$ cat config.mk
export PLATFORM = sky130hd
export DESIGN_NAME = sbus_frame_parser
export DESIGN_NICKNAME = d
export VERILOG_FILES = /design/src/sv/sfp_pkg.sv /design/src/sv/sbus_frame_parser.sv /design/src/sv/sfp_core.sv
export VERILOG_INCLUDE_DIRS = /design/src /design/src/sv
export SDC_FILE = /design/constraint.sdc
export NUM_CORES = 1
export LEC_CHECK = 0
export ABC_AREA = 1
export BUFFER_PORTS_ARGS = -buffer_cell sky130_fd_sc_hd__buf_2
export CAP_MARGIN = 10
export CORE_MARGIN = 4
export CORE_UTILIZATION = 42
export CTS_CLUSTER_SIZE = 30
export DETAILED_ROUTE_END_ITERATION = 12
export PLACE_DENSITY = 0.71
export SKIP_LAST_GASP = 1
export SLEW_MARGIN = 10
export SYNTH_ARGS = -nofsm -noshare
export SYNTH_HDL_FRONTEND = slang
export SYNTH_SLANG_ARGS = --single-unit
$ cat constraint.sdc
create_clock -name clk -period 2.93 [get_ports clk]
set_input_delay 0.4395 -clock clk [delete_from_list [all_inputs] [get_ports clk]]
set_output_delay 0.4395 -clock clk [all_outputs]
set_load 0.1 [all_outputs]
$ cat src/sv/sbus_frame_parser_assert.svh
// assertion macros shared by the frame parser modules
// expects a clock named clk and an active-low reset named arst_n in scope
`ifndef SBUS_FRAME_PARSER_ASSERT_SVH
`define SBUS_FRAME_PARSER_ASSERT_SVH

// same-cycle implication
`define SFP_ASSERT_IMP(label, ante, cons) \
	label: assert property (@(posedge clk) disable iff (!arst_n) (ante) |-> (cons)) \
		else $error("sfp assertion failed (same cycle)");

// next-cycle implication
`define SFP_ASSERT_NXT(label, ante, cons) \
	label: assert property (@(posedge clk) disable iff (!arst_n) (ante) |=> (cons)) \
		else $error("sfp assertion failed (next cycle)");

`endif

$ cat src/sv/sfp_pkg.sv
// types and constants for the frame parser
// used by sfp_core and sbus_frame_parser
package sfp_pkg;

	// fixed output field widths
	localparam int CHAN_IDX_W = 4;
	localparam int CHAN_VAL_W = 11;

	// configuration register indexes and reset values
	localparam int CFG_IDX_W = 1;
	localparam logic [CFG_IDX_W-1:0] REG_START_MARKER = 1'b0;
	localparam logic [CFG_IDX_W-1:0] REG_END_MARKER = 1'b1;
	localparam logic [7:0] START_MARKER_RST = 8'hF0;
	localparam logic [7:0] END_MARKER_RST = 8'h00;

	// bit positions of the digital flags
	localparam int FLAG_A_BIT = 7;
	localparam int FLAG_B_BIT = 6;

	typedef enum logic [1:0] {
		PH_HUNT  = 2'd0,
		PH_DATA  = 2'd1,
		PH_FLAGS = 2'd2,
		PH_END   = 2'd3
	} phase_t;

	typedef enum logic [1:0] {
		KIND_CHANNEL = 2'd0,
		KIND_FLAGS   = 2'd1,
		KIND_GOOD    = 2'd2,
		KIND_ERROR   = 2'd3
	} kind_t;

	// one result word plus its valid
	typedef struct packed {
		logic                  vld;
		kind_t                 kind;
		logic [CHAN_IDX_W-1:0] idx;
		logic [CHAN_VAL_W-1:0] value;
		logic                  fa;
		logic                  fb;
	} sfp_result_t;

endpackage

$ cat src/sv/sbus_frame_parser.sv
// Frame parser for a serial servo bus byte stream.
// Input channel: in_valid / in_stall carry one received byte (rx_byte) per word.
// Output channel: out_valid / out_stall carry one result word: kind, chan_index,
// chan_value, flag_a, flag_b. Kind 0 is a channel value, 1 the digital flags,
// 2 frame good, 3 frame error. Bytes outside a frame give no word.
// Configuration: cfg_we with cfg_index 0 writes the start marker, index 1 the
// end marker, from cfg_wdata. Write only while no byte is in flight.
// Throughput: one byte per cycle while in_stall is low; each byte is decoded
// combinationally by the frame state machine. A result word is registered
// in the output register, or in the skid stage while the output is stalled.
// Stalls: the output register is backed by a one-word skid stage. in_stall is
// raised only while that skid stage holds a word, so the parser keeps taking
// bytes for one result beyond a stalled output.
// Reset (arst_n low): markers return to 0xF0 / 0x00, the parser hunts for a
// start marker, and both output stages are emptied.
// depends on sfp_pkg, sfp_core and sbus_frame_parser_assert.svh
`include "sbus_frame_parser_assert.svh"

module sbus_frame_parser import sfp_pkg::*; #(
	parameter int NUM_CHANNELS = 16,
	parameter int CHANNEL_BITS = 11
) (
	input  logic                  clk,
	input  logic                  arst_n,
	input  logic                  in_valid,
	output logic                  in_stall,
	input  logic [7:0]            rx_byte,
	output logic                  out_valid,
	input  logic                  out_stall,
	output logic [1:0]            kind,
	output logic [CHAN_IDX_W-1:0] chan_index,
	output logic [CHAN_VAL_W-1:0] chan_value,
	output logic                  flag_a,
	output logic                  flag_b,
	input  logic                  cfg_we,
	input  logic [CFG_IDX_W-1:0]  cfg_index,
	input  logic [7:0]            cfg_wdata
);

	logic [7:0]  start_marker_q;
	logic [7:0]  end_marker_q;
	logic        accept;
	sfp_result_t res;
	sfp_result_t out_q;
	sfp_result_t skid_q;
	logic        out_free;

	// configuration registers
	always_ff @(posedge clk or negedge arst_n) begin
		if (!arst_n) begin
			start_marker_q <= START_MARKER_RST;
			end_marker_q   <= END_MARKER_RST;
		end else if (cfg_we) begin
			unique case (cfg_index)
				REG_START_MARKER: start_marker_q <= cfg_wdata;
				REG_END_MARKER:   end_marker_q   <= cfg_wdata;
				default: ;
			endcase
		end
	end

	// input handshake
	assign in_stall = skid_q.vld;
	assign accept   = in_valid && !in_stall;

	sfp_core #(
		.NUM_CHANNELS(NUM_CHANNELS),
		.CHANNEL_BITS(CHANNEL_BITS)
	) u_core (
		.clk         (clk),
		.arst_n      (arst_n),
		.accept      (accept),
		.rx_byte     (rx_byte),
		.start_marker(start_marker_q),
		.end_marker  (end_marker_q),
		.res         (res)
	);

	// output register and skid stage
	assign out_free = !out_q.vld || !out_stall;

	always_ff @(posedge clk or negedge arst_n) begin
		if (!arst_n) begin
			out_q  <= '0;
			skid_q <= '0;
		end else if (out_free) begin
			if (skid_q.vld) begin
				out_q      <= skid_q;
				skid_q.vld <= 1'b0;
			end else begin
				out_q <= res;
			end
		end else if (res.vld) begin
			skid_q <= res;
		end
	end

	// output ports
	assign out_valid  = out_q.vld;
	assign kind       = out_q.kind;
	assign chan_index = out_q.idx;
	assign chan_value = out_q.value;
	assign flag_a     = out_q.fa;
	assign flag_b     = out_q.fb;

	// checks
	`SFP_ASSERT_IMP(a_skid_behind_out, skid_q.vld, out_q.vld)
	`SFP_ASSERT_NXT(a_skid_drains, skid_q.vld && !out_stall, !skid_q.vld)
	`SFP_ASSERT_IMP(a_flags_only_on_flag_word,
		out_q.vld && (out_q.kind != KIND_FLAGS), !out_q.fa && !out_q.fb)

endmodule

$ cat src/sv/sfp_core.sv
// frame state machine and channel bit unpacking, one byte per cycle while accept is high
// depends on sfp_pkg and sbus_frame_parser_assert.svh
`include "sbus_frame_parser_assert.svh"

module sfp_core import sfp_pkg::*; #(
	parameter int NUM_CHANNELS = 16,
	parameter int CHANNEL_BITS = 11
) (
	input  logic        clk,
	input  logic        arst_n,
	input  logic        accept,
	input  logic [7:0]  rx_byte,
	input  logic [7:0]  start_marker,
	input  logic [7:0]  end_marker,
	output sfp_result_t res
);

	localparam int DATA_BYTES = (NUM_CHANNELS * CHANNEL_BITS + 7) / 8;
	localparam int AW = CHANNEL_BITS + 7;
	localparam int HW = $clog2(CHANNEL_BITS + 8);
	localparam int CW = $clog2(NUM_CHANNELS + 1);
	localparam int BW = $clog2(DATA_BYTES + 1);

	phase_t          phase_q, phase_d;
	logic [BW-1:0]   byte_cnt_q, byte_cnt_d;
	logic [AW-1:0]   accum_q, accum_d;
	logic [HW-1:0]   held_q, held_d;
	logic [CW-1:0]   chan_q, chan_d;

	logic [AW-1:0]           merged;
	logic [HW-1:0]           held_sum;
	logic                    emit_ch;
	logic                    last_byte;
	logic [CHANNEL_BITS-1:0] chan_bits;

	// byte merged into the accumulator above the held bits
	assign merged    = accum_q | (AW'(rx_byte) << held_q);
	assign held_sum  = held_q + HW'(8);
	assign emit_ch   = (held_sum >= HW'(CHANNEL_BITS)) && (chan_q < CW'(NUM_CHANNELS));
	assign last_byte = (byte_cnt_q + BW'(1)) >= BW'(DATA_BYTES);
	assign chan_bits = merged[CHANNEL_BITS-1:0];

	// next phase
	always_comb begin
		phase_d = phase_q;
		if (accept) begin
			unique case (phase_q)
				PH_HUNT: begin
					if (rx_byte == start_marker) phase_d = PH_DATA;
				end
				PH_DATA: begin
					if (last_byte) phase_d = PH_FLAGS;
				end
				PH_FLAGS: phase_d = PH_END;
				PH_END:   phase_d = PH_HUNT;
				default:  phase_d = PH_HUNT;
			endcase
		end
	end

	// result and datapath updates
	always_comb begin
		res        = '0;
		res.kind   = KIND_CHANNEL;
		byte_cnt_d = byte_cnt_q;
		accum_d    = accum_q;
		held_d     = held_q;
		chan_d     = chan_q;
		if (accept) begin
			unique case (phase_q)
				PH_HUNT: begin
					if (rx_byte == start_marker) begin
						byte_cnt_d = '0;
						accum_d    = '0;
						held_d     = '0;
						chan_d     = '0;
					end
				end
				PH_DATA: begin
					byte_cnt_d = byte_cnt_q + BW'(1);
					if (emit_ch) begin
						res.vld   = 1'b1;
						res.kind  = KIND_CHANNEL;
						res.idx   = CHAN_IDX_W'(chan_q);
						res.value = CHAN_VAL_W'(chan_bits);
						chan_d    = chan_q + CW'(1);
						held_d    = held_sum - HW'(CHANNEL_BITS);
						accum_d   = merged >> CHANNEL_BITS;
					end else begin
						held_d  = held_sum;
						accum_d = merged;
					end
				end
				PH_FLAGS: begin
					res.vld  = 1'b1;
					res.kind = KIND_FLAGS;
					res.fa   = rx_byte[FLAG_A_BIT];
					res.fb   = rx_byte[FLAG_B_BIT];
				end
				PH_END: begin
					res.vld  = 1'b1;
					res.kind = (rx_byte == end_marker) ? KIND_GOOD : KIND_ERROR;
				end
				default: res.vld = 1'b0;
			endcase
		end
	end

	// state registers
	always_ff @(posedge clk or negedge arst_n) begin
		if (!arst_n) begin
			phase_q    <= PH_HUNT;
			byte_cnt_q <= '0;
			accum_q    <= '0;
			held_q     <= '0;
			chan_q     <= '0;
		end else begin
			phase_q    <= phase_d;
			byte_cnt_q <= byte_cnt_d;
			accum_q    <= accum_d;
			held_q     <= held_d;
			chan_q     <= chan_d;
		end
	end

	// checks
	`SFP_ASSERT_IMP(a_held_below_width, 1'b1, held_q < HW'(CHANNEL_BITS))
	`SFP_ASSERT_IMP(a_flags_after_all_data, phase_q == PH_FLAGS,
		byte_cnt_q == BW'(DATA_BYTES))
	`SFP_ASSERT_NXT(a_last_data_to_flags,
		accept && (phase_q == PH_DATA) && last_byte, phase_q == PH_FLAGS)

endmodule

==> flow_summary.ini <==
[worst_setup_path]
cp_data_arrival_time_ps = 2560
crit_top_cell = nand2_1
path_class = reg -> reg
slowest_delay_ps = 620
path_cells = inv_2, nand2_1, nand2_1, nand3_2, nand2_4, nor2_8, inv_4, nand2_4, nand3_4, inv_1, nand2_1, nand2_1
end_kind = flip-flop
cp.required_ps = 3220
cpLargestDelayFamily = simple AND/OR/NAND/NOR gates
start_kind = flip-flop
worstPathMaxFanout = 36
slowest_stage = dfrtp_1
crit_buf_inv = 3

[cts]
cts_buffers = 9
cts_root_buffer = clkbuf_16
clockBufferDepth = 2
clk_latency_ps = 360
clk_pin_slew_worst_paths_ps = 70
htreeDepth = 3
clock_sinks = 91
postCtsSetupBuffers = 0
cts-hold-fix-buffers = 0
cts_tree = yes
post_cts_resized = 0

[sta]
hold_viol_final = 0
final_max_slew_viol_count = 0
worst_slack_ps = 665
max-slew-margin-rel_pct = 47.3
max_freq_mhz = 442
clock-skew-final_ps = 9.80
final.setup.tns_ps = 0
worst_pin_slew_ps = 790
period_needed_ps = 2260
rsz0062_at_grt = false
setup_viol = 0
min_period_over_period_pct = 77.3

[status]
status = finished clean

[placed_design]
io_buffers = 42
dp_hpwl_um = 8990
gp_congestion = 0.915
pre_cts_slack_ps = 703

[synth]
ys_ff_latch = 91
syn_area_per_cell_um2 = 7.28
yosys_warnings = 0
synthArstFlopShare_pct = 100
synth_edf_count = 0
syn_nets = 722
synth_top_area_share_pct = 43.3
synth.distinct_cells = 35
yosysTopAreaCell = dfrtp_1
syn_inst = 691
synthFlopType = dfrtp_1
syn_area_um2 = 5030
ys_top_cells_by_area = dfrtp_1 (43%), nand2_1 (22%), nand3_1 (6.8%)
post-synth-top-count-cell = nand2_1
ys_seq_area_share_pct = 45.4
synth_commonest_cells = nand2_1 (301), dfrtp_1 (87), nand3_1 (68), inv_1 (56), o21ai_0 (34)

[global_routing]
grt_use_total_pct = 18.8
grt_pass1_wl_um = 21300
grt_pass1_vias = 4379
overflow = 0
grt_antenna_before_repair = 0
grt_max_degree = 51

[die]
die_area_um2 = 13800
boundaryPins = 43
initial_utilization_pct = 43.5
core_um2 = 11600
die_h_um = 117
fp.dieW_um = 117
rows = 39

[power]
pwr-share-seq_pct = 33.6
p_per_area_nw_per_um2 = 908
pwr-share-comb_pct = 41.3
p_switching_mw = 2.31
p_int_mw = 2.83
clockPowerShare_pct = 25.0
p_sw_share_pct = 45.0
peakVddDrop_uv = 485
leakagePower_nw = 3.12

[detailed_routing]
routedWlPerCell_um = 14.2
vias_per_cell = 5.20
drtIter0Drc = 320
num_vias = 4526
postRouteAntennaNets = 0
wirelength_um = 12400
drc = 0
firstDrtPassIters = 5

[final_layout]
regArea_um2 = 2280
nFillCells = 1088
drive_gt1_share_pct = 12.0
antenna-diode-count = 0
multi_input_area_um2 = 2370
nets = 754
syn2layout_area_growth_pct = 12.6

[min_path]
worst_hold_path_type = in -> async

[run]
maxCapViolations = 0
## cell type report
type                       instances  share of cell area (%)
sequential                        91                    40.3
multi-input combinational        511                    41.9
timing repair buffer              48                    4.78
clock inverter                     5                    1.50
clock buffer                      10                    4.22
inverter                          62                    4.16
tap                              143                    3.16
## path summary, 6_finish.rpt
kind / from / endpoint / slack (ps) / cells after the start
max in group asynchronous: arst_n / u_core.byte_cnt_q[0]$_DFFE_PN0P_ / 2180 / 2
min reg2reg: chan_index[3]$_DFFE_PN0P_ / chan_index[3]$_DFFE_PN0P_ / 470 / 2
min: arst_n / u_core.accum_q[9]$_DFFE_PN0P_ / 70 / 1
max reg2reg: u_core.held_q[2]$_DFFE_PN0P_ / skid_q[1]$_DFFE_PN0P_ / 670 / 12
min in group clk: cfg_wdata[5] / start_marker_q[5]$_DFFE_PN1P_ / 330 / 3
max: u_core.held_q[2]$_DFFE_PN0P_ / skid_q[1]$_DFFE_PN0P_ / 670 / 12
## per-stage QoR
step	hold slack, ps	cell area, um^2	instances	utilization, %	total power, mW
global route	123	5660	870	48.9	5.51
finish	72.5	5660	870	48.9	5.14
detailed placement	459	5340	855	46.1	3.85
floorplan	144	5030	691	-	3.33
CTS	98.1	5660	870	48.9	5.16
global placement	458	5340	855	46.1	3.81
## cell families after synthesis
family,share of synthesized area (%)
flip-flops,45.4
XOR/XNOR,2.09
adder cells (fa/ha/maj),2.24
AO/OA/AOI/OAI,7.69
AND/OR/NAND/NOR,35.1
buffers and inverters,7.49
## worst reg2reg max path: stages (launching register included)
cell and delay (ps):
dfrtp_1 620, inv_2 220, nand2_1 150, nand2_1 70, nand3_2 80, nand2_4 90
nor2_8 150, inv_4 80, nand2_4 70, nand3_4 300, inv_1 230, nand2_1 70
nand2_1 70
## flip-flops by register name (all words and copies together) (netlist names)
| signal | flops |
|---|---|
| chan_index | 4 |
| chan_value | 11 |
| end_marker_q | 8 |
| flag_a | 1 |
| flag_b | 1 |
| in_stall | 1 |
| kind | 2 |
| out_valid | 1 |
| skid_q | 19 |
| start_marker_q | 8 |
| u_core.accum_q | 18 |
| u_core.byte_cnt_q | 5 |
| u_core.chan_q | 5 |
| u_core.held_q | 5 |
| u_core.phase_q | 2 |
## cells in the final DEF, fill, tap and decap left out, drive strengths merged, types with 6 or more instances in the layout
cell type,instances
nand4,10
nand2,305
o21ai,53
ha,9
inv,63
nand3,70
xnor2,6
nor2,28
a21oi,13
dfrtp,87
clkbuf,10
xor2,6
buf,48
## power groups by stage
stage          clock, mW  sequential (mW)  combinational (mW)
2_1_floorplan          0             1.96                1.37
3_3_place_gp           0             1.73                2.08
3_5_place_dp           0             1.74                2.11
4_1_cts             1.31             1.72                2.12
5_1_grt             1.37             1.77                2.37
6_report            1.29             1.73                2.13
## routing by layer
layer | wire [um] | part of all wire, % | track usage, % | vias to the layer above
met4 | 432 | 3.5 | 8.21 | 0
met5 | 0 | 0 | 0 | -
met1 | 5560 | 45 | 24.6 | 2114
li1 | - | - | - | 2247
met2 | 5810 | 47 | 29.7 | 128
met3 | 577 | 4.7 | 4.72 | 37
Note: power is estimated with default switching activity, not from simulation.
